**src/rtl/core/chunk_frame_deframer_macros.svh**
```systemverilog
// Assertion macros for the chunk deframer. Both expect clk_i and rst_ni in scope.
`ifndef CHUNK_FRAME_DEFRAMER_MACROS_SVH
`define CHUNK_FRAME_DEFRAMER_MACROS_SVH
`ifndef SYNTH
`define CFD_ASSERT(lbl, prop, msg) \
  lbl: assert property (@(posedge clk_i) disable iff (!rst_ni) (prop)) else $error(msg);
`define CFD_ASSERT_NEXT(lbl, pre, post, msg) \
  lbl: assert property (@(posedge clk_i) disable iff (!rst_ni) (pre) |=> (post)) \
    else $error(msg);
`else
`define CFD_ASSERT(lbl, prop, msg)
`define CFD_ASSERT_NEXT(lbl, pre, post, msg)
`endif
`endif

```
**src/rtl/core/cfd_pkg.sv**
```systemverilog
package cfd_pkg;

  // Header length field bits kept (8..32).
  localparam int unsigned LengthBits = 32;
  localparam int unsigned HdrLen     = 48;
  localparam int unsigned TrlLen     = 36;
  localparam int unsigned HashLen    = 32;
  localparam int unsigned TdataW     = 256;
  localparam int unsigned QDepth     = 4;

  localparam logic [7:0] HeadMagic [4] = '{8'h43, 8'h48, 8'h4B, 8'h00};
  localparam logic [7:0] TailMagic [4] = '{8'h2F, 8'h43, 8'h48, 8'h4B};

  typedef enum logic [1:0] {
    PhHeader  = 2'd0,
    PhPayload = 2'd1,
    PhTrailer = 2'd2,
    PhSkip    = 2'd3
  } phase_e;

  typedef enum logic [2:0] {
    KindHeader  = 3'd0,
    KindPayload = 3'd1,
    KindHash    = 3'd2,
    KindDone    = 3'd3,
    KindError   = 3'd4
  } kind_e;

  typedef enum logic [2:0] {
    ErrNone     = 3'd0,
    ErrMagic    = 3'd1,
    ErrType     = 3'd2,
    ErrReserved = 3'd3,
    ErrTrunc    = 3'd4,
    ErrMarker   = 3'd5
  } err_e;

  typedef struct packed {
    kind_e       kind;
    logic [7:0]  byte_out;
    logic [31:0] chunk_number;
    logic [1:0]  chunk_kind;
    logic [31:0] payload_length;
    logic [7:0]  compression_id;
    logic [7:0]  erasure_id;
    logic [63:0] id_high;
    logic [63:0] id_low;
    err_e        error_code;
    logic [32:0] consumed_bytes;
    logic        last;
  } res_t;

endpackage

```
**src/rtl/core/chunk_frame_deframer.sv**
```systemverilog
// Chunk deframer: takes one stream byte per word (tlast marks end of data), checks
// the 48-byte header, passes payload and 32 hash bytes, checks the /CHK marker and
// reports the chunk length; errors are reported as kind 4 words, after which bytes are
// dropped up to the end-of-data mark. One input word is taken per cycle while ready is
// high, and its results are registered into a 4-entry result queue. A byte yields at
// most two result words (a header record, payload or hash byte followed by a truncation
// error); input ready is held low while more than two words are queued, so the
// sustained rate is one byte per cycle as long as the sink takes one result per cycle.
module chunk_frame_deframer (
  input  logic                      clk_i,
  input  logic                      rst_ni,
  input  logic                      s_axis_tvalid,
  output logic                      s_axis_tready,
  input  logic [7:0]                s_axis_tdata,  // [7:0] data_byte
  input  logic                      s_axis_tlast,  // end_of_data
  output logic                      m_axis_tvalid,
  input  logic                      m_axis_tready,
  // [7:0] byte_out, [39:8] chunk_number, [41:40] chunk_kind, [73:42] payload_length,
  // [81:74] compression_id, [89:82] erasure_id, [153:90] id_high, [217:154] id_low,
  // [220:218] error_code, [253:221] consumed_bytes, [255:254] zero
  output logic [cfd_pkg::TdataW-1:0] m_axis_tdata,
  output logic [2:0]                m_axis_tuser,  // [2:0] kind
  output logic                      m_axis_tlast   // last
);
  import cfd_pkg::*;

  localparam logic [5:0] HdrLast = 6'(HdrLen - 1);
  localparam logic [5:0] TrlLast = 6'(TrlLen - 1);
  localparam logic [5:0] HashEnd = 6'(HashLen);

  phase_e                phase_q, phase_d;
  logic [5:0]            pos_q, pos_d;
  err_e                  pend_q, pend_d;
  logic                  tbad_q, tbad_d;
  logic [LengthBits-1:0] pay_q, pay_d;

  logic [63:0] id_hi_q, id_lo_q;
  logic [31:0] idx_q, len_raw_q;
  logic [7:0]  type_lo_q, alg0_q, alg1_q;
  logic        type_hi_nz_q;

  logic        in_acc, eod;
  logic [7:0]  b;
  err_e        hdr_err;
  logic        type_bad, tr_bad;
  logic [LengthBits-1:0] len_now;

  res_t        r0, r1;
  logic [1:0]  n_res;

  res_t        q_mem [QDepth];
  logic [1:0]  wr_ptr_q, rd_ptr_q;
  logic [2:0]  cnt_q;
  logic        pop;

  assign in_acc  = s_axis_tvalid && s_axis_tready;
  assign eod     = s_axis_tlast;
  assign b       = s_axis_tdata;
  assign len_now = len_raw_q[LengthBits-1:0];

  // bytes 24..26 are registered, byte 27 is the current one
  assign type_bad = type_hi_nz_q || (b != 8'h00) ||
                    !((type_lo_q == 8'd1) || (type_lo_q == 8'd2));

  // header error after this byte; the first error found wins
  always_comb begin
    hdr_err = pend_q;
    if (pend_q == ErrNone) begin
      if (pos_q < 6'd4) begin
        if (b != HeadMagic[pos_q[1:0]]) hdr_err = ErrMagic;
      end else if (pos_q == 6'd27) begin
        if (type_bad) hdr_err = ErrType;
      end else if (pos_q >= 6'd34) begin
        if (b != 8'h00) hdr_err = ErrReserved;
      end
    end
  end

  assign tr_bad = tbad_q || ((pos_q >= HashEnd) && (b != TailMagic[pos_q[1:0]]));

  // next state
  always_comb begin
    phase_d = phase_q;
    pos_d   = pos_q;
    pend_d  = pend_q;
    tbad_d  = tbad_q;
    pay_d   = pay_q;
    if (in_acc) begin
      case (phase_q)
        PhHeader: begin
          pend_d = hdr_err;
          if (pos_q == HdrLast) begin
            if (hdr_err != ErrNone) begin
              phase_d = eod ? PhHeader : PhSkip;
              if (eod) pend_d = ErrNone;
              pos_d = '0;
            end else if (eod) begin
              phase_d = PhHeader;
              pos_d   = '0;
            end else begin
              phase_d = (len_now == '0) ? PhTrailer : PhPayload;
              pos_d   = '0;
              pay_d   = len_now;
              tbad_d  = 1'b0;
            end
          end else if (eod) begin
            pos_d  = '0;
            pend_d = ErrNone;
          end else begin
            pos_d = pos_q + 6'd1;
          end
        end
        PhPayload: begin
          pay_d = pay_q - LengthBits'(1);
          if (pay_q == LengthBits'(1)) begin
            phase_d = PhTrailer;
            pos_d   = '0;
          end
          if (eod) begin
            phase_d = PhHeader;
            pos_d   = '0;
          end
        end
        PhTrailer: begin
          if (pos_q == TrlLast) begin
            phase_d = (tr_bad && !eod) ? PhSkip : PhHeader;
            pos_d   = '0;
            tbad_d  = 1'b0;
          end else if (eod) begin
            phase_d = PhHeader;
            pos_d   = '0;
            tbad_d  = 1'b0;
          end else begin
            pos_d  = pos_q + 6'd1;
            tbad_d = tr_bad;
          end
        end
        PhSkip: begin
          if (eod) begin
            phase_d = PhHeader;
            pos_d   = '0;
            pend_d  = ErrNone;
            tbad_d  = 1'b0;
          end
        end
        default: begin
          phase_d = PhHeader;
        end
      endcase
    end
  end

  // result words for the accepted byte
  always_comb begin
    r0         = '0;
    r1         = '0;
    r1.kind    = KindError;
    r1.error_code = ErrTrunc;
    n_res      = 2'd0;
    if (in_acc) begin
      case (phase_q)
        PhHeader: begin
          if (pos_q == HdrLast) begin
            n_res = 2'd1;
            if (hdr_err != ErrNone) begin
              r0.kind       = KindError;
              r0.error_code = hdr_err;
            end else begin
              r0.kind           = KindHeader;
              r0.chunk_number   = idx_q;
              r0.chunk_kind     = type_lo_q[1:0];
              r0.payload_length = 32'(len_now);
              r0.compression_id = alg0_q;
              r0.erasure_id     = alg1_q;
              r0.id_high        = id_hi_q;
              r0.id_low         = id_lo_q;
              if (eod) n_res = 2'd2;
            end
          end else if (eod) begin
            n_res         = 2'd1;
            r0.kind       = KindError;
            r0.error_code = ErrTrunc;
          end
        end
        PhPayload: begin
          r0.kind     = KindPayload;
          r0.byte_out = b;
          n_res       = eod ? 2'd2 : 2'd1;
        end
        PhTrailer: begin
          if (pos_q == TrlLast) begin
            n_res = 2'd1;
            if (tr_bad) begin
              r0.kind       = KindError;
              r0.error_code = ErrMarker;
            end else begin
              r0.kind           = KindDone;
              r0.consumed_bytes = 33'(len_now) + 33'(HdrLen + TrlLen);
            end
          end else if (pos_q < HashEnd) begin
            r0.kind     = KindHash;
            r0.byte_out = b;
            n_res       = eod ? 2'd2 : 2'd1;
          end else if (eod) begin
            n_res         = 2'd1;
            r0.kind       = KindError;
            r0.error_code = ErrTrunc;
          end
        end
        default: begin
          n_res = 2'd0;
        end
      endcase
    end
    if (n_res == 2'd2) r1.last = 1'b1;
    else               r0.last = 1'b1;
  end

  always_ff @(posedge clk_i or negedge rst_ni) begin
    if (!rst_ni) begin
      phase_q <= PhHeader;
      pos_q   <= '0;
      pend_q  <= ErrNone;
      tbad_q  <= 1'b0;
      pay_q   <= '0;
    end else begin
      phase_q <= phase_d;
      pos_q   <= pos_d;
      pend_q  <= pend_d;
      tbad_q  <= tbad_d;
      pay_q   <= pay_d;
    end
  end

  // header field capture; every field is rewritten by each header
  always_ff @(posedge clk_i) begin
    if (in_acc && (phase_q == PhHeader)) begin
      if ((pos_q >= 6'd4) && (pos_q < 6'd12)) id_hi_q <= {id_hi_q[55:0], b};
      if ((pos_q >= 6'd12) && (pos_q < 6'd20)) id_lo_q <= {id_lo_q[55:0], b};
      if ((pos_q >= 6'd20) && (pos_q < 6'd24)) idx_q[8*pos_q[1:0] +: 8] <= b;
      if ((pos_q >= 6'd28) && (pos_q < 6'd32)) len_raw_q[8*pos_q[1:0] +: 8] <= b;
      if (pos_q == 6'd24) type_lo_q <= b;
      if (pos_q == 6'd25) type_hi_nz_q <= (b != 8'h00);
      if (pos_q == 6'd26) type_hi_nz_q <= type_hi_nz_q || (b != 8'h00);
      if (pos_q == 6'd32) alg0_q <= b;
      if (pos_q == 6'd33) alg1_q <= b;
    end
  end

  // result queue
  assign pop           = m_axis_tvalid && m_axis_tready;
  assign m_axis_tvalid = (cnt_q != 3'd0);
  assign s_axis_tready = (cnt_q <= 3'd2);

  always_ff @(posedge clk_i) begin
    if (n_res != 2'd0) q_mem[wr_ptr_q] <= r0;
    if (n_res == 2'd2) q_mem[wr_ptr_q + 2'd1] <= r1;
  end

  always_ff @(posedge clk_i or negedge rst_ni) begin
    if (!rst_ni) begin
      wr_ptr_q <= '0;
      rd_ptr_q <= '0;
      cnt_q    <= '0;
    end else begin
      wr_ptr_q <= wr_ptr_q + n_res;
      rd_ptr_q <= rd_ptr_q + {1'b0, pop};
      cnt_q    <= cnt_q + {1'b0, n_res} - {2'b00, pop};
    end
  end

  res_t head;
  assign head = q_mem[rd_ptr_q];

  assign m_axis_tuser = head.kind;
  assign m_axis_tlast = head.last;
  assign m_axis_tdata = {2'b00, head.consumed_bytes, head.error_code, head.id_low,
                         head.id_high, head.erasure_id, head.compression_id,
                         head.payload_length, head.chunk_kind, head.chunk_number,
                         head.byte_out};

`include "chunk_frame_deframer_macros.svh"

  `CFD_ASSERT(a_queue_bound, cnt_q <= 3'(QDepth), "result queue overflow")
  `CFD_ASSERT(a_hdr_pos, (phase_q != PhHeader) || (pos_q <= HdrLast), "header position out of range")
  `CFD_ASSERT(a_trl_pos, (phase_q != PhTrailer) || (pos_q <= TrlLast), "trailer position out of range")
  `CFD_ASSERT_NEXT(a_skip_exit, in_acc && (phase_q == PhSkip) && eod, phase_q == PhHeader, "skip did not end at end of data")
  `CFD_ASSERT_NEXT(a_payload_push, in_acc && (phase_q == PhPayload), cnt_q != 3'd0, "payload byte gave no result")

endmodule

```
**config.mk**
```make
export PLATFORM = sky130hd
export DESIGN_NAME = chunk_frame_deframer
export DESIGN_NICKNAME = d
export VERILOG_FILES = /design/src/rtl/core/cfd_pkg.sv /design/src/rtl/core/chunk_frame_deframer.sv
export VERILOG_INCLUDE_DIRS = /design/src /design/src/rtl/core
export SDC_FILE = /design/constraint.sdc
export NUM_CORES = 2
export LEC_CHECK = 0
export CAP_MARGIN = 0
export CORE_ASPECT_RATIO = 0.8
export CORE_MARGIN = 5
export CORE_UTILIZATION = 40
export CTS_CLUSTER_SIZE = 25
export DETAILED_ROUTE_END_ITERATION = 12
export DONT_BUFFER_PORTS = 1
export MAX_ROUTING_LAYER = met4
export PLACE_DENSITY = 0.53
export SYNTH_ARGS = -nofsm -noshare
export SYNTH_HDL_FRONTEND = slang
export SYNTH_SLANG_ARGS = --single-unit
export TNS_END_PERCENT = 10
```
**constraint.sdc**
```tcl
create_clock -name clk_i -period 7.8 [get_ports clk_i]
set_clock_uncertainty 0.15 [all_clocks]
set_input_delay 0.78 -clock clk_i [delete_from_list [all_inputs] [get_ports clk_i]]
set_output_delay 0.78 -clock clk_i [all_outputs]
set_load 0.02 [all_outputs]
```
======== Yosys cells after proc, flatten, opt, wreduce, memory -nomap -nowiden ========
Memories as Yosys holds them, arrays and structs flattened.
Index checks and enable logic that the tools add are counted.
operators by class
  $add $sub $neg .......................... 9
  magnitude comparators ................... 13
  eq/ne operators ......................... 22
  shifts and indexed selects .............. 2
  muxes and demuxes ....................... 87
  bitwise operators ....................... 1
  reductions and logical operators ........ 39
operators with widths
  kind                                                    count
  2-to-1 mux 210 bit                                      3
  2-to-1 mux 257 bit                                      1
  2-to-1 mux 33 bit                                       3
  2-to-1 mux 32 bit                                       3
  2-to-1 mux 3 bit                                        22
  bitwise mux 32 bit                                      2
  case mux 32 bit (2 select lines)                        1
  2-to-1 mux 8 bit                                        6
  2-to-1 mux 6 bit                                        6
  negation 5 -> 34 bit                                    1
  variable shift 8 x 34 -> 32 bit (first input constant)  1
  variable part select 8 x 34 -> 32 bit                   1
  adder 32 x 7 -> 33 bit (second input constant)          1
  binary-select mux 8 bit (select 2 bit)                  2
  equality test 32 x 1 -> 1 bit (second input constant)   1
  zero test 32 bit                                        1
  2-to-1 mux 2 bit                                        16
  subtractor 32 x 1 -> 32 bit (second input constant)     1
  equality test 6 x 5 -> 1 bit (second input constant)    4
  equality test 6 bit (second input constant)             4
  case mux 6 bit (4 select lines)                         1
  inequality test 8 bit                                   2
  case mux 8 bit (2 select lines)                         1
  AND reduction 2 bit                                     8
  40 further kinds                                        81
storage, ports and cells
  flip-flop bits (word level) ............. 268
  RAM bits ................................ 1032
  input bits .............................. 13
  memories kept ........................... 1
memories
  name   words  width  read ports  clocked after memory_dff  write ports  RTL line                    text
  q_mem  4      258    1           0                         2            chunk_frame_deframer.sv:51  res_t q_mem [QDepth];

======== Logic depth before layout (Yosys ltp) ========
  depth after elaboration ................. 16
  gate-level depth with buffers ........... 13

======== Least setup slack after synthesis ========
Ideal clock, no wire load.
  kind .................................... register to register
  from .................................... reg phase_q[0]
  to ...................................... reg id_hi_q[0] (enable)
  library setup time ...................... 0.644 ns
  data arrival time ....................... 7.393 ns
  data required time ...................... 7.006 ns
  slack ................................... -0.387 ns
  stages on the path, launching flop included .. 6
  period minus slack after synthesis ...... 8.187 ns
  path through ............................ dfrtp_1 inv_1 ha_1 clkbuf_1 nand3_1 nor4_1
between the ends
  word-level cells in the longest chain between the ends .. 3
ends and longest elaborated chain
  element                        RTL line                     text
  from (decl)                    chunk_frame_deframer.sv:31   phase_e phase_q, phase_d;
  from (signal assigned)         chunk_frame_deframer.sv:221  phase_q <= PhHeader;
  from (signal assigned)         chunk_frame_deframer.sv:227  phase_q <= phase_d;
  zero test 2 bit                chunk_frame_deframer.sv:237  if (in_acc && (phase_q == PhHeader)) begin
  logical AND 1 bit              chunk_frame_deframer.sv:237
  AND reduction 2 bit (no line)  n/a
  to (signal assigned)           chunk_frame_deframer.sv:238  if ((pos_q >= 6'd4) && (pos_q < 6'd12)) id_hi_q <= {id_hi_q[55:0], b};
  to (decl)                      chunk_frame_deframer.sv:37   logic [63:0] id_hi_q, id_lo_q;
Every way passes these cells.
A chain may end at the register's enable or synchronous reset.

==> out/metrics.sh <==
OUTCOME='completed'
FP.DIEAREA_UM2=131000
DRT-TOTAL-WL_UM=145000
YS_SEQ_AREA_FRAC=0.577
FLOORPLAN.CORE_AREA_UM2=123000
CLOCK_SINKS=1300
SYNTH.AVG_CELL_AREA_UM2=13.8
SYNTH_COMPOUND_GATE_AREA_SHARE=0.204
FIN_WS_NS=3.07
FMAX_MHz=212
NETLIST_AREA_UM2=49300
CLKLATENCYLATEPIN_NS=0.77
POST_SYNTH_XOR_AREA_FRACTION=0.00621
COUNT_OF_STANDARD_CELL_ROWS=115
VIA_COUNT=31328
FINAL_CELL_COUNT_NO_FILL=5194
DETAILEDPLACEMENTHPWL_UM=82800
SYNTH-ADDER-AREA-SHARE=0.00751
REQUIRED_NS=8.35
SYNTH_CELLS=3570
CELL_TYPE_OF_THE_SLOWEST_STAGE_ON_THE_WORST_TIMING_PATH='sky130_fd_sc_hd__nor2_4'
CTS-ROOT-TO-SINK-BUFFERS=3
LAYOUT_OVERHEAD_ON_THE_SYNTHESIZED_AREA_PCT=10.9
TIMING.CRITICAL_PATH.TO_TYPE='register'
GRT_MAX_DEGREE=144
SYNTH_TOP_CELLS_BY_COUNT='sky130_fd_sc_hd__dfxtp_1 (1028), sky130_fd_sc_hd__a22o_1 (916), sky130_fd_sc_hd__mux4_2 (258), sky130_fd_sc_hd__edfxtp_1 (221), sky130_fd_sc_hd__clkbuf_1 (121)'
POWER.LEAKAGE_nW=19.8
NFILLCELLS=10772
POSTROUTEANTENNANETS=0
WORST-PATH-MAX-FANOUT=113
CTS_MADE_BUFFERS=137
ROUTABILITYCONGESTION=0.845
SYNTH.YOSYS.WARNINGS=0
HTREE_NUM_LEVELS=4
BOUNDARYPINS=275
GRT_OVERFLOW=0
FINALSETUPVIOLATIONS=0
NUMBER_OF_MAX_SLEW_VIOLATIONS_IN_THE_FINAL_REPORT=0
CP.BUFFERS_INVERTERS=1
POST-PLACE-CELLS=4925
FLOORPLAN.DIE.WIDTH_UM=403
TIMING.SLEW.HEADROOM=0.235
VDD.IR_DROP.WORST_mV=0.373
TIMING_HOLD_VIOLATIONS_FINAL=0
SYNTH-SIMPLE-AREA-SHARE=0.0423
FIN_NETS=3479
HOLD_CLASS='input port to register'
DP_SLACK_NS=3.20
CAP_VIOLATIONS=0
YOSYS.CELL_COUNT.TOP_TYPE='sky130_fd_sc_hd__dfxtp_1'
CRITICAL-PATH-TOP-DELAY-FAMILY='simple AND/OR/NAND/NOR gates'
DRT_FIRST_ITER_VIOLATIONS=2833
POWERDENSITY_nW_PER_UM2=301
POST_ROUTE_CELL_AREA_UM2=54700
CP_DATA_ARRIVAL_TIME_NS=5.28
FP.DIEH_UM=324
CRIT-REG2REG-LAUNCH='pos_q[0]$_DFFE_PN0P_'
INITIAL_ANTENNA_VIOLATION_COUNT=9
FINAL.SETUP.TNS_NS=0
CPMOSTUSEDCELL='sky130_fd_sc_hd__a21oi_1'
IO_BUFFERS=0
INITIAL_UTILIZATION=0.402
CP_CELL_SEQUENCE='ha_1 -> nor3b_1 -> a21oi_1 -> a21oi_1 -> nand3_1 -> nor2_4 -> buf_12 -> a22o_1'
GRT_USE_TOTAL=0.222
DPL_CELL_AREA_UM2=50100
CLOCK_ROOT_CELL='sky130_fd_sc_hd__clkbuf_16'
MAX_SLEW.WORST_PIN.SLEW_NS=1.14
CLOCK_TRANSITION_AT_THE_REGISTERS_OF_THE_REPORTED_PATHS_NS=0.06
TRITONCTS='yes'
SEQUENTIAL_CELL_AREA_UM2=28500
SYNTH_TOP_FAMILY_BY_AREA='compound AO/OA/AOI/OAI gates'
DOMINANTREGCELLSYNTH='sky130_fd_sc_hd__dfxtp_1'
CTS.REPAIR.RESIZED=0
FINAL_LAYOUT_SIZE_SUFFIX_GT1_FRAC=0.157
SYNTHTOPCELLSBYAREA='sky130_fd_sc_hd__dfxtp_1 (42%), sky130_fd_sc_hd__a22o_1 (16%), sky130_fd_sc_hd__edfxtp_1 (13%)'
SYNTHMUXAREASHARE=0.119
FIN_WORST_HOLD_SLACK_NS=0.0987
SYNTH.DISTINCT_CELLS=82
MULTI_INPUT_GATE_AREA_IN_THE_FINAL_LAYOUT_UM2=18800
WIRE_LENGTH_OF_THE_FIRST_GLOBAL_ROUTING_PASS_UM=213000
SYNTHARSTFLOPSHARE=0.0392
SYNTH_EDF_COUNT=221
TIMING_WORST_SETUP_PATH_TYPE='register to register'
NETLIST.TOP_CELL.BY_AREA='sky130_fd_sc_hd__dfxtp_1'
MIN-DELAY-START='s_axis_tdata[3]'
STARTPOINT='pos_q[0]$_DFFE_PN0P_'
CRIT_PATH_MAX_INCR_DELAY_NS=0.89
WL_PER_CELL_UM=28.0
GRT_PASS1_VIAS=29951
POSTSYNTHREGISTERBITS=1300
POST_DRT_VIA_CELL_RATIO=6.03
DR.PASS1.ITERS=5
MIN_PERIOD_OVER_PERIOD=0.606
DRC=0
SETUP.WORST_PATH.START_CLASS='register'
FIN_CRIT_NS=4.73
YOSYSTOPAREACELLSHARE=0.417
SETUP.REG_TO_REG.WORST_SLACK_NS=3.07
GRT_SETUP_UNREPAIRED='false'
cell usage in the layout, fill, tap and decap left out, drive strengths merged, types with 22 or more instances in the layout:
master and instances:
dfxtp 1028, clkbuf 213, clkinv 29, a22o 916
a21oi 48, buf 55, nand2 81, nor2 78
dfrtp 51, nor3 36, and2 42, inv 37
o21ai 37, edfxtp 221, ha 28, and3 22
nand3 30, mux4 258, o2bb2ai 89
timing repair:
| action | in CTS | in global routing |
|---|---|---|
| endpoints found under the hold margin | 92 | 0 |
| buffers inserted | 0 | 0 |
| hold buffers | 11 | 0 |
cells by family after synthesis:
family	Yosys count
AO/OA/AOI/OAI	1185
XOR/XNOR	35
adder cells (fa/ha/maj)	29
buffers and inverters	369
flip-flops	1300
multiplexers	263
other	1
AND/OR/NAND/NOR	388
where the power goes:
group	leakage [nW]	total (mW)	internal (mW)	switching (mW)
clock	2.20	6.50	3.75	2.75
sequential	10.9	7.28	7.01	0.274
combinational	6.77	2.69	0.968	1.72
total	19.8	16.5	11.7	4.75
per-stage QoR:
step	power, mW	utilization
floorplan	9.39	-
global placement	10.1	0.408
detailed placement	10.1	0.408
CTS	16.7	0.446
global route	17.1	0.446
finish	16.5	0.446
flip-flops by register name (all words and copies together), names as in the netlist:
register and flops:
id_lo_q 64, id_hi_q 64, cnt_q 3, type_hi_nz_q 1, tbad_q 1, type_lo_q 8, wr_ptr_q 2, alg0_q 8
alg1_q 8, phase_q 2, pend_q 3, idx_q 32, pay_q 32, rd_ptr_q 2, len_now 32, q_mem 1032
pos_q 6
metal layers:
metal / up-vias / global-route usage / part of all wire
li1: 13901 / - / -
met1: 16171 / 0.313 / 0.47
met2: 1048 / 0.316 / 0.44
met3: 208 / 0.0548 / 0.071
met4: 0 / 0.0668 / 0.023
met5: - / - / 0
cell type report:
class                   count  area share
multi-input cells        1902       0.344
clock inverters            39     0.00741
well taps                1638      0.0375
inverters                  31     0.00213
repair buffers             65      0.0134
flip-flops and latches   1300       0.521
clock buffers             213      0.0748
diodes                      6    0.000274
path summary, 6_finish.rpt:
check | to | cells after the start
setup / recovery | q_mem[0][137]$_SDFFE_PP0P_ | 8
hold / removal | len_now[19]$_DFFE_PP_ | 1
setup reg to reg | q_mem[0][137]$_SDFFE_PP0P_ | 8
hold reg to reg | q_mem[2][29]$_SDFFE_PP0P_ | 1
max in group asynchronous | pay_q[24]$_DFFE_PN0P_ | 2
min in group asynchronous | rd_ptr_q[0]$_DFF_PN0_ | 2
Note: power is estimated with default switching activity, not from simulation.
